--- src/lcp_pkg.sv ---
// ----------------------------------------------------------------------------
// Line command parser package
// Shared types and constants: input item, result item, command codes and
// the command prefixes that the parser compares against.
// ----------------------------------------------------------------------------
package lcp_pkg;

	// Command codes carried with each result
	typedef enum logic [2:0] {
		CMD_NONE    = 3'd0,
		CMD_PING    = 3'd1,
		CMD_WRITE   = 3'd2,
		CMD_VERIFY  = 3'd3,
		CMD_UNKNOWN = 3'd4
	} cmd_code_t;

	// One input item: an abort flag or a received byte
	typedef struct packed {
		logic       abort;
		logic [7:0] data;
	} item_t;

	// One result item
	typedef struct packed {
		cmd_code_t   command;
		logic [31:0] size_value;
	} result_t;

	// Character codes
	localparam logic [7:0] CHR_CR    = 8'h0d;
	localparam logic [7:0] CHR_LF    = 8'h0a;
	localparam logic [7:0] CHR_TAB   = 8'h09;
	localparam logic [7:0] CHR_SPACE = 8'h20;
	localparam logic [7:0] CHR_ZERO  = 8'h30;
	localparam logic [7:0] CHR_NINE  = 8'h39;
	localparam logic [7:0] CHR_UC_A  = 8'h41;
	localparam logic [7:0] CHR_UC_Z  = 8'h5a;

	// Prefix lengths
	localparam int PING_LEN   = 4;
	localparam int WRITE_LEN  = 6;
	localparam int VERIFY_LEN = 6;

	// Lower-case prefix characters, first character at index zero
	localparam logic [7:0] PING_PFX [PING_LEN] = '{8'h70, 8'h69, 8'h6e, 8'h67};
	localparam logic [7:0] WRITE_PFX [WRITE_LEN] =
		'{8'h77, 8'h72, 8'h69, 8'h74, 8'h65, 8'h3a};
	localparam logic [7:0] VERIFY_PFX [VERIFY_LEN] =
		'{8'h76, 8'h65, 8'h72, 8'h69, 8'h66, 8'h79};

	// Fold A-Z to lower case, leave every other byte as it is
	function automatic logic [7:0] fold_case(input logic [7:0] b);
		logic [7:0] r;
		r = b;
		if (b >= CHR_UC_A && b <= CHR_UC_Z) begin
			r = b | 8'h20;
		end
		return r;
	endfunction

endpackage

--- src/lcp_parse_core.sv ---
// ----------------------------------------------------------------------------
// Line command parser core
// Holds the per-line state and works out the result of one item from the
// staged item and the current state in a single pass.
// ----------------------------------------------------------------------------
module lcp_parse_core #(
	parameter int LINE_MAX = 64
) (
	input  logic             clk,
	input  logic             arst_n,
	input  logic             fire,   // staged item is consumed this cycle
	input  lcp_pkg::item_t   item,
	output lcp_pkg::result_t res
);
	import lcp_pkg::*;

	localparam int KW = $clog2(LINE_MAX);
	localparam logic [KW-1:0] KEEP_LIMIT = KW'(LINE_MAX - 1);

	// Line state
	logic          in_line_q;
	logic [KW-1:0] kept_q;
	logic          ping_q;
	logic          write_q;
	logic          verify_q;
	logic          digits_q;
	logic [31:0]   accum_q;

	logic          in_line_d;
	logic [KW-1:0] kept_d;
	logic          ping_d;
	logic          write_d;
	logic          verify_d;
	logic          digits_d;
	logic [31:0]   accum_d;

	logic       is_space;
	logic [7:0] folded;
	logic       is_digit;
	logic [31:0] accum_x10;

	assign is_space  = (item.data == CHR_CR) || (item.data == CHR_LF) ||
		(item.data == CHR_SPACE) || (item.data == CHR_TAB);
	assign folded    = fold_case(item.data);
	assign is_digit  = (item.data >= CHR_ZERO) && (item.data <= CHR_NINE);
	assign accum_x10 = {accum_q[28:0], 3'b000} + {accum_q[30:0], 1'b0};

	// Next state and result for the staged item
	always_comb begin
		in_line_d = in_line_q;
		kept_d    = kept_q;
		ping_d    = ping_q;
		write_d   = write_q;
		verify_d  = verify_q;
		digits_d  = digits_q;
		accum_d   = accum_q;
		res.command    = CMD_NONE;
		res.size_value = '0;
		if (item.abort) begin
			in_line_d = 1'b0;
			kept_d    = '0;
			ping_d    = 1'b1;
			write_d   = 1'b1;
			verify_d  = 1'b1;
			digits_d  = 1'b1;
			accum_d   = '0;
		end else if (!in_line_q && is_space) begin
			// Blank bytes between lines are skipped
		end else if (item.data == CHR_CR) begin
			// Carriage return inside a line is ignored
		end else if (item.data == CHR_LF) begin
			// End of line: the flags select the command
			in_line_d = 1'b0;
			if (kept_q != '0) begin
				if (ping_q && kept_q >= KW'(PING_LEN)) begin
					res.command = CMD_PING;
				end else if (write_q && kept_q >= KW'(WRITE_LEN)) begin
					res.command    = CMD_WRITE;
					res.size_value = accum_q;
				end else if (verify_q && kept_q >= KW'(VERIFY_LEN)) begin
					res.command = CMD_VERIFY;
				end else begin
					res.command = CMD_UNKNOWN;
				end
			end
		end else if (!in_line_q) begin
			// First byte of a new line: it is the byte at position zero
			in_line_d = 1'b1;
			kept_d    = KW'(1);
			ping_d    = (folded == PING_PFX[0]);
			write_d   = (folded == WRITE_PFX[0]);
			verify_d  = (folded == VERIFY_PFX[0]);
			digits_d  = 1'b1;
			accum_d   = '0;
		end else if (kept_q < KEEP_LIMIT) begin
			// Kept byte inside the line
			kept_d = kept_q + KW'(1);
			if (kept_q < KW'(PING_LEN) && folded != PING_PFX[kept_q[1:0]]) begin
				ping_d = 1'b0;
			end
			if (kept_q < KW'(WRITE_LEN)) begin
				if (folded != WRITE_PFX[kept_q[2:0]]) begin
					write_d = 1'b0;
				end
				if (folded != VERIFY_PFX[kept_q[2:0]]) begin
					verify_d = 1'b0;
				end
			end else if (digits_q) begin
				if (is_digit) begin
					accum_d = accum_x10 + {28'd0, item.data[3:0]};
				end else begin
					digits_d = 1'b0;
				end
			end
		end
	end

	// State registers, updated once per consumed item
	always_ff @(posedge clk or negedge arst_n) begin
		if (!arst_n) begin
			in_line_q <= 1'b0;
			kept_q    <= '0;
			ping_q    <= 1'b1;
			write_q   <= 1'b1;
			verify_q  <= 1'b1;
			digits_q  <= 1'b1;
			accum_q   <= '0;
		end else if (fire) begin
			in_line_q <= in_line_d;
			kept_q    <= kept_d;
			ping_q    <= ping_d;
			write_q   <= write_d;
			verify_q  <= verify_d;
			digits_q  <= digits_d;
			accum_q   <= accum_d;
		end
	end

endmodule

--- src/line_command_parser.sv ---
// ----------------------------------------------------------------------------
// Line command parser
// Parses serial text lines into ping, write, verify and unknown commands.
//
//   Channel | Dir | tdata            | tuser
//   s_      | in  | [7:0] rx_byte    | [0] cmd (1 = abort line)
//   m_      | out | [31:0] size_value| [2:0] command
//
// Every accepted item gives exactly one result, through the input register and
// the result register; one item is accepted per cycle when the output is taken.
// The rate is set by the single pass through the parse core between the
// input register and the result register.
// Reset clears both stages and returns the line state to idle.
// A stalled output holds its result; the input register keeps taking items
// as long as the result register can move on.
// ----------------------------------------------------------------------------
module line_command_parser #(
	parameter int LINE_MAX = 64
) (
	input  logic        clk,
	input  logic        arst_n,
	input  logic        s_tvalid,
	output logic        s_tready,
	input  logic [7:0]  s_tdata,   // [7:0] rx_byte
	input  logic [0:0]  s_tuser,   // [0] cmd
	output logic        m_tvalid,
	input  logic        m_tready,
	output logic [31:0] m_tdata,   // [31:0] size_value
	output logic [2:0]  m_tuser    // [2:0] command
);
	import lcp_pkg::*;

	logic    valid_s1;
	item_t   item_s1;
	logic    valid_s2;
	result_t res_s2;
	result_t res_comb;
	logic    advance;
	logic    fire;

	// The result register moves on when it is empty or being taken
	assign advance  = !valid_s2 || m_tready;
	assign fire     = valid_s1 && advance;
	assign s_tready = !valid_s1 || advance;

	// Input register
	always_ff @(posedge clk or negedge arst_n) begin
		if (!arst_n) begin
			valid_s1 <= 1'b0;
		end else if (s_tready) begin
			valid_s1 <= s_tvalid;
		end
	end

	always_ff @(posedge clk) begin
		if (s_tvalid && s_tready) begin
			item_s1.abort <= s_tuser[0];
			item_s1.data  <= s_tdata;
		end
	end

	lcp_parse_core #(
		.LINE_MAX(LINE_MAX)
	) u_core (
		.clk   (clk),
		.arst_n(arst_n),
		.fire  (fire),
		.item  (item_s1),
		.res   (res_comb)
	);

	// Result register
	always_ff @(posedge clk or negedge arst_n) begin
		if (!arst_n) begin
			valid_s2 <= 1'b0;
		end else if (advance) begin
			valid_s2 <= valid_s1;
		end
	end

	always_ff @(posedge clk) begin
		if (fire) begin
			res_s2 <= res_comb;
		end
	end

	assign m_tvalid = valid_s2;
	assign m_tdata  = res_s2.size_value;
	assign m_tuser  = res_s2.command;

`ifndef ASSERT_OFF
	// A consumed item always reaches the result register
	a_fire_to_out: assert property (@(posedge clk) disable iff (!arst_n)
		fire |=> m_tvalid)
		else $error("consumed item produced no result");

	// Only a write result carries a number
	a_size_only_write: assert property (@(posedge clk) disable iff (!arst_n)
		(m_tvalid && m_tuser != CMD_WRITE) |-> (m_tdata == 32'd0))
		else $error("non-write result carries a number");

	// An abort always answers with no command
	a_abort_none: assert property (@(posedge clk) disable iff (!arst_n)
		(fire && item_s1.abort) |=> (m_tuser == CMD_NONE))
		else $error("abort gave a command");
`endif

endmodule
--- config.mk ---
export PLATFORM = sky130hd
export DESIGN_NAME = line_command_parser
export DESIGN_NICKNAME = d
export VERILOG_FILES = /design/src/lcp_pkg.sv /design/src/lcp_parse_core.sv /design/src/line_command_parser.sv
export SDC_FILE = /design/constraint.sdc
export NUM_CORES = 1
export LEC_CHECK = 0
export ABC_AREA = 1
export BUFFER_PORTS_ARGS = -buffer_cell sky130_fd_sc_hd__buf_4
export CORE_UTILIZATION = 36
export DETAILED_ROUTE_END_ITERATION = 8
export RECOVER_POWER = 50
export SETUP_SLACK_MARGIN = 0.02
export SYNTH_ARGS = -nofsm -noshare
export SYNTH_HDL_FRONTEND = slang
export SYNTH_HIERARCHICAL = 1
export SYNTH_SLANG_ARGS = --single-unit
--- constraint.sdc ---
create_clock -name clk -period 7.9 [get_ports clk]
set_input_delay 0.79 -clock clk [delete_from_list [all_inputs] [get_ports clk]]
set_output_delay 0.79 -clock clk [all_outputs]
set_load 0.02 [all_outputs]
==> impl_metrics.yaml, run 1 <==
status:
  status: "complete, but fails checks"
  violations: "max-capacitance violations, max-slew violations"
worst_setup_path:
  r2r_start: "m_tvalid"
  required_ns: 8.20
  cp-start-kind: "input pin"
  path_class: "in -> reg"
  ff2ff_path_depth: 8
  crit_path_max_fanout: 36
  r2r-end: "u_core/accum_q[25]"
  arrival_ns: 4.09
  rrSetupSlack_ns: 4.23
  critPathCaptureType: "register"
min_path:
  worstHoldStart: "u_core/ping_q"
  whs_endpoint: "u_core/ping_q"
  whs_path_depth: 2
  hold_class: "reg -> reg"
finish:
  layout_common_cells: "301 x nand2_1, 113 x inv_1, 96 x nor2_1"
  postLayoutCoreUtil_pct: 41.9
  layout-drive-gt1-share_pct: 9.43
  final_nets: 1048
  final_common_cell: "nand2_1"
  antennaDiodeCount: 0
  syn_to_final_growth_pct: 12.6
detailed_routing:
  postRouteAntennaNets: 0
  drtIter0Drc: 436
  firstDrtPassIters: 7
  wl_um: 17700
  num_vias: 5971
  drcViolationCount: 0
  viasPerCell: 4.96
  wl_per_cell_um: 14.7
logic_synthesis:
  ys.flop_type: "edfxtp_1"
  synthDistinctLibCells: 37
  yosysWarnings: 6
  syn_avg_cell_area_sq_um: 7.28
  synth-seq-cells: 89
  syn_area_sq_mm: 0.00675
  yosysSeqAreaShare_pct: 36.3
  async_flop_share_pct: 50.6
  synth-edff-count: 44
  syn_nets: 1005
  syn_inst: 928
placement:
  hpwlAfterDp_um: 13200
  gp_congestion: 0.924
  place_ws_ns: 4.90
  port_buffers: 49
floorplanning:
  dieHeight_um: 139
  std_cell_rows: 49
  io_pins: 50
  die-width_um: 139
  initial_utilization_pct: 37.2
  dieArea_sq_mm: 0.0193
  core_sq_mm: 0.0181
grt:
  grt-ovfl-total: 0
  grt_pass1_vias: 5544
  grt_first_pass_wirelength_um: 29100
  antenna_found_initial: 0
  track_usage_pct: 19.1
  grt_start_max_net_pins: 46
clock_tree:
  cts_resized: 0
  htreeDepth: 3
  clockBufferDepth: 2
  hold_buffers: 0
  cts_buffers: 9
  clk_latency_ns: 0.36
  post-cts-setup-buffers: 0
  tritoncts: "yes"
  root_buffer: "clkbuf_16"
  path_clk_slew_ns: 0.08
  cts.sinks: 89
power_and_ir_drop:
  finalPower_mw: 1.21
  vdd_drop_max_uv: 98.8
  p_leak_nw: 3.92
  power.density_mw_per_mm2: 159
flow_run:
  cap_violations: 2
timing:
  postLayoutSetupSlackWorst_ns: 4.11
  setup-tns-final_ns: 0
  finalClockSkew_ns: 0.0144
  hold_viol_final: 0
  setup_viol: 0
  finalCritPeriodShare_pct: 47.9
  worst_pin_slew_ns: 2.76
  timing.fmax_mhz: 264
  rsz0062_at_grt: "false"
  relSlewSlack_pct: -84.3
  finalCriticalPeriod_ns: 3.79
  drv_slew: 83
-- synth_stat cells (2+ instances only) --
cell type  number  area (sq um)
nand2_1       301          1130
inv_1         113           424
nor2_1         97           364
nand3_1        89           445
ha_1           62           776
edfxtp_1       44          1320
dfrtp_1        41          1030
a21oi_1        27           135
o21ai_0        27           135
xnor2_1        14           123
nor3_1         13          65.1
nand4_1        11          68.8
o21ai_1        11          55.1
buf_2           9          45.0
xor2_1          9          78.8
nand3_2         8          80.1
o21bai_1        7          52.6
clkbuf_1        6          22.5
inv_2           5          18.8
buf_4           4          30.0
dfstp_2         4           105
nand3b_1        4          30.0
nand2_2         3          18.8
and3_1          2          12.5
fa_1            2          40.0
nor2_2          2          12.5
nor2_4          2          22.5
or2_2           2          12.5
-- how the worst max path moves through the flow --
| stage | from | to | slack (ns) | depth (start not counted) |
|---|---|---|---|---|
| floorplan | m_tready | u_core/accum_q[28] | 4.17 | 9 |
| global route | m_tready | u_core/accum_q[26] | 3.71 | 10 |
| CTS | item_s1[3] | u_core/accum_q[16] | 5.04 | 11 |
| detailed placement | m_tready | u_core/accum_q[26] | 4.90 | 10 |
| global placement | m_tready | u_core/accum_q[24] | 4.96 | 10 |
| finish | m_tready | u_core/accum_q[25] | 4.11 | 10 |
-- critical path, stage by stage --
cell and delay, ns:
clkbuf_4 0.10, inv_1 0.07, a21oi_4 0.11, clkbuf_1 1.44
o21ai_2 0.24, nor2_4 0.26, nand3_4 0.43, nor2_8 0.43
nand3_1 0.11, nand2_1 0.08
-- stage by stage --
step	instances	cell area [sq um]	hold WS, ns
after global routing	1205	7600	0.489
after CTS	1205	7640	0.471
after detailed placement	1189	7330	0.470
after floorplan	928	6750	0.439
final	1205	7600	0.474
after global placement	1189	7330	0.450
-- layer usage --
metal	vias up	routed length (um)	GRT usage, %
met3	20	911	3.94
li1	3080	-	-
met5	-	0	0
met2	155	7350	28.0
met4	0	276	5.79
met1	2716	9140	28.0
-- cell families after synthesis --
logic type,Yosys count,share of synthesized area [%]
buffers and inverters,139,8.26
XOR/XNOR,23,2.98
flip-flops,89,36.3
adder cells (fa/ha/maj),64,12.1
AO/OA/AOI/OAI,74,5.86
AND/OR/NAND/NOR,539,34.5
-- layout make-up --
type / instances / area, sq um
clock buffers: 10 / 250
multi-input cells: 700 / 3750
clock inverters: 6 / 55.1
repair buffers: 52 / 357
inverters: 119 / 449
fillers: 1933 / 10500
flip-flops and latches: 89 / 2450
well taps: 229 / 287
-- where the power goes --
group          internal (mW)  switching (mW)  leakage [nW]
registers              0.521          0.0294          1.04
logic                 0.0728           0.131          2.73
clock network          0.240           0.211         0.153
-- sequential cells by signal, indices dropped and copies added, names as in the netlist --
name	count
item_s1	9
m_tdata	32
m_tuser	3
m_tvalid	1
u_core/accum_q	32
u_core/digits_q	1
u_core/in_line_q	1
u_core/kept_q	6
u_core/ping_q	1
u_core/verify_q	1
u_core/write_q	1
valid_s1	1
Power figures use the tool's default switching activity.
==> run 2, diff against run 1 <==
==> constraint.sdc (replaced) <==
create_clock -name clk -period 3.6 [get_ports clk]
set_input_delay 0.36 -clock clk [delete_from_list [all_inputs] [get_ports clk]]
set_output_delay 0.36 -clock clk [all_outputs]
set_load 0.02 [all_outputs]
==> run 2 against run 1 <==
Compared with the run above:
- the run still ends with max-capacitance violations, max-slew violations left
- clock-buffer cell count up 1
- non-clock buffer count increased by 2
- largest power group unchanged
- global-route usage is 0.11 points higher
- highest routed layer unchanged
==> impl_metrics.yaml, run 2 (synthesis gave the netlist of run 1 again) <==
timing:
  relSlewSlack_pct: -83.6
  worst_pin_slew_ns: 2.75
  drv_slew: 82
  timing.fmax_mhz: 356
  finalClockSkew_ns: 0.0136
  hold_viol_final: 0
  setup_viol: 0
  rsz0062_at_grt: "false"
  finalCritPeriodShare_pct: 77.9
  finalCriticalPeriod_ns: 2.81
  setup-tns-final_ns: 0
finish:
  postLayoutCoreUtil_pct: 41.3
  layout-drive-gt1-share_pct: 6.44
  fillerInstances: 1949
  final_nets: 1050
  antennaDiodeCount: 0
  syn_to_final_growth_pct: 11.0
  final_common_cell: "nand2_1"
  layout_common_cells: "301 x nand2_1, 113 x inv_1, 96 x nor2_1"
  fin_area_sq_mm: 0.00749
detailed_routing:
  viasPerCell: 4.95
  dr_wl_met2_um: 7310
  num_vias: 5976
  drtIter0Drc: 430
  top_layer: "met4"
  wl_per_cell_um: 14.7
  met3_length_um: 727
  firstDrtPassIters: 7
  wl_um: 17700
  drcViolationCount: 0
  postRouteAntennaNets: 0
  wl_met1_um: 9320
clock_tree:
  clockBufferDepth: 2
  path_clk_slew_ns: 0.07
  hold_buffers: 0
  post-cts-setup-buffers: 0
  cts_buffers: 9
  tritoncts: "yes"
  cts_resized: 0
  root_buffer: "clkbuf_16"
  cts.sinks: 89
  clk_latency_ns: 0.36
  htreeDepth: 3
worst_setup_path:
  crit_path_max_fanout: 7
  arrival_ns: 3.07
  required_ns: 3.87
  crit_chain: "inv_4 > fa_1 > inv_1 > fa_1 > nand3_1 > nand3_1 > nand2_1 > nand3_1 > a21oi_1 > inv_1 > nand2_1 > nand2_1 > o21ai_0"
  r2r-end: "u_core/accum_q[18]"
  max_stage_delay_ns: 0.53
  slowest_stage: "fa_1"
  path_class: "reg -> reg"
  rrSetupSlack_ns: 0.79
  critPathCaptureType: "register"
  ff2ff_path_depth: 13
  critPathLaunch: "item_s1[3]"
  cp-start-kind: "register"
  crit_end: "u_core/accum_q[18]"
  r2r_start: "item_s1[3]"
floorplanning:
  std_cell_rows: 49
  die-width_um: 139
  io_pins: 50
  core_sq_mm: 0.0181
  initial_utilization_pct: 37.2
  dieArea_sq_mm: 0.0193
  dieHeight_um: 139
power_and_ir_drop:
  vdd_drop_max_uv: 234
  finalPower_mw: 2.63
  p_leak_nw: 3.82
  power.density_mw_per_mm2: 350
status:
  status: "complete, but fails checks"
  violations: "max-capacitance violations, max-slew violations"
placement:
  gp_congestion: 0.942
  port_buffers: 49
  place_area_sq_mm: 0.00735
  hpwlAfterDp_um: 13500
grt:
  grt_first_pass_wirelength_um: 29300
  grt-ovfl-total: 0
  antenna_found_initial: 0
  grt_start_max_net_pins: 46
  grt_pass1_vias: 5613
  track_usage_pct: 19.2
min_path:
  worstHoldStart: "s_tvalid"
  whs_path_depth: 3
  hold_class: "in -> reg"
flow_run:
  cap_violations: 2
==> run 2: worst max-delay path, delay by kind of cell, from the launching register on <==
| kind | cells | cell delay [ns] |
|---|---|---|
| adders and majority gates | 2 | 1.00 |
| AOI/OAI and AO/OA | 2 | 0.34 |
| and+or+nand+nor | 6 | 0.64 |
| DFF | 1 | 0.52 |
| buffers and inverters | 3 | 0.22 |
==> run 2: worst min-delay path by stage <==
stage,end
after floorplan,m_tvalid
after global placement,u_core/accum_q[23]
after detailed placement,u_core/accum_q[23]
after CTS,u_core/accum_q[23]
after global routing,item_s1[2]
final,valid_s1
==> run 2: metrics by stage <==
step	hold WS [ns]	instances	setup slack [ns]
final	0.199	1207	0.795
after global routing	0.190	1207	0.587
after CTS	0.0488	1207	0.806
after detailed placement	0.443	1191	0.816
after global placement	0.441	1191	0.918
after floorplan	0.0644	928	0.187
==> run 2: area by class of cell <==
cell class	instances	area [sq um]	share of cell area, %
flip-flops and latches	89	2450	32.7
well taps	229	287	3.82
multi-input cells	700	3740	49.9
inverters	119	449	5.99
repair buffers	54	259	3.46
clock inverters	5	43.8	0.584
clock buffers	11	264	3.52
==> run 2: routing by layer <==
metal / vias to the layer above / GRT usage [%]
li1: 3087 / -
met1: 2725 / 28.1
met2: 136 / 28.6
met3: 28 / 2.69
met4: 0 / 7.13
met5: - / 0
==> run 2: report_power, final <==
part           leakage, nW  internal [mW]  switching, mW  total (mW)
sequential            1.04           1.14         0.0636        1.21
combinational         2.63          0.143          0.290       0.434
clock                0.154          0.540          0.444       0.984
total                 3.82           1.83          0.798        2.63
==> run 3, diff against run 2 <==
==> constraint.sdc (replaced) <==
create_clock -name clk -period 2.9 [get_ports clk]
set_input_delay 0.29 -clock clk [delete_from_list [all_inputs] [get_ports clk]]
set_output_delay 0.29 -clock clk [all_outputs]
set_load 0.02 [all_outputs]
==> run 3 against run 2 <==
Compared with the run above:
- critical path depth unchanged
- design area is 0.23% higher
- sequential share of layout area down 0.076 points
- global-route usage is essentially flat
- clock-buffer cell count did not move
- non-clock buffer count up 4
- die area did not move
- first-iteration DRC count fell by 3.5%
- combinational power is 26% higher
- the run ends with design-rule violations left
- worst hold slack worse by 0.064 ns
- cell count increased by 0.33%
- fmax increased by 6.6%
- largest cell class unchanged
==> impl_metrics.yaml, run 3 (synthesis gave the netlist of run 1 again) <==
status:
  status: "complete, but fails checks"
  violations: "design-rule violations"
placement:
  hpwlAfterDp_um: 13300
  placed_cells: 1194
  port_buffers: 49
  gp_congestion: 0.881
timing:
  setup-tns-final_ns: 0
  timing.fmax_mhz: 380
  finalCriticalPeriod_ns: 2.63
  worst_pin_slew_ns: 1.25
  finalCritPeriodShare_pct: 90.7
  setup_viol: 0
  finalClockSkew_ns: 0.0128
  hold_viol_final: 0
  relSlewSlack_pct: 16.5
  rsz0062_at_grt: "false"
  drv_slew: 0
worst_setup_path:
  critPathCaptureType: "register"
  max_stage_delay_ns: 0.52
  cp-start-kind: "register"
  arrival_ns: 2.89
  required_ns: 3.16
  crit_path_max_fanout: 5
  crit_chain: "inv_4 > fa_1 > inv_1 > fa_1 > nand3_1 > nand3_1 > nand2_1 > nand3_1 > a21oi_1 > inv_1 > nand2_1 > nand2_1 > o21ai_0"
  rrSetupSlack_ns: 0.27
  path_class: "reg -> reg"
  slowest_stage: "fa_1"
power_and_ir_drop:
  p_leak_nw: 3.82
  vdd_drop_max_uv: 259
  power.density_mw_per_mm2: 429
flow_run:
  cap_violations: 0
detailed_routing:
  firstDrtPassIters: 9
  num_vias: 5889
  wl_um: 17700
  drtIter0Drc: 415
  wl_per_cell_um: 14.6
  viasPerCell: 4.86
  postRouteAntennaNets: 0
  drcViolationCount: 3
grt:
  grt-ovfl-total: 0
  antenna_found_initial: 0
  grt_start_max_net_pins: 46
  grt_first_pass_wirelength_um: 29100
  grt_pass1_vias: 5528
  track_usage_pct: 19.2
clock_tree:
  clockBufferDepth: 2
  tritoncts: "yes"
  clk_latency_ns: 0.35
  cts_buffers: 9
  post-cts-setup-buffers: 0
  path_clk_slew_ns: 0.07
  cts.sinks: 89
  htreeDepth: 3
  root_buffer: "clkbuf_16"
floorplanning:
  io_pins: 50
  dieHeight_um: 139
  std_cell_rows: 49
  dieArea_sq_mm: 0.0193
  initial_utilization_pct: 37.2
  core_sq_mm: 0.0181
  die-width_um: 139
finish:
  syn_to_final_growth_pct: 11.2
  antennaDiodeCount: 0
  instances_no_fill: 1211
  final_nets: 1054
  final_common_cell: "nand2_1"
  layout_common_cells: "301 x nand2_1, 113 x inv_1, 96 x nor2_1"
  layout-drive-gt1-share_pct: 6.62
min_path:
  hold_class: "in -> reg"
-- run 3: metal layers --
layer | GRT usage, % | routed length, um
met1 | 28.5 | 9530
met2 | 28.8 | 7340
met3 | 2.69 | 700
met4 | 5.44 | 168
met5 | 0 | 0
-- run 3: timing repair --
item / in CTS / in global routing
endpoints found under the hold margin: 12 / 0
gates resized for setup: 0 / 1
hold buffers: 1 / 0
endpoints found under the setup margin: 0 / 1
-- run 3: where the power goes --
group          leakage, nW  internal [mW]  switching (mW)  total, mW
combinational         2.65          0.182           0.364      0.545
sequential            1.04           1.42          0.0710       1.49
clock                0.133          0.668           0.518       1.19
total                 3.82           2.27           0.953       3.22
-- run 3: path summary, 6_finish.rpt --
check / from / endpoint / cells past startpoint
hold / removal: s_tvalid / valid_s1 / 3
setup / recovery: item_s1[3] / u_core/accum_q[18] / 13
setup reg to reg: item_s1[3] / u_core/accum_q[18] / 13
min in group asynchronous: arst_n / u_core/accum_q[27] / 2
hold reg to reg: u_core/ping_q / u_core/ping_q / 2
max in group asynchronous: arst_n / valid_s1 / 2
-- run 3: metrics by stage --
step / hold slack, ns / setup WS (ns) / power (mW) / instance area [sq um] / utilization (%)
after floorplan: -0.00559 / 0.338 / 1.90 / 6760 / -
after global placement: 0.374 / 0.333 / 2.09 / 7370 / 40.6
after detailed placement: 0.374 / 0.267 / 2.09 / 7370 / 40.6
after CTS: 0.105 / 0.251 / 3.29 / 7670 / 42.3
after global routing: 0.130 / 0.0531 / 3.40 / 7510 / 41.4
final: 0.136 / 0.268 / 3.22 / 7510 / 41.4
-- run 3: final cells by class --
type	count	area, sq um
well taps	229	287
multi-input cells	700	3740
repair buffers	58	290
clock inverters	5	57.6
inverters	119	449
fillers	1917	10600
flip-flops and latches	89	2450
clock buffers	11	233
-- run 3: critical path, delay by kind of cell (launching register included) --
| family | cells | cell delay [ns] |
|---|---|---|
| buf+inv | 3 | 0.19 |
| fa+ha+maj | 2 | 0.99 |
| compound gates | 2 | 0.33 |
| flops | 1 | 0.39 |
| simple gates | 6 | 0.64 |
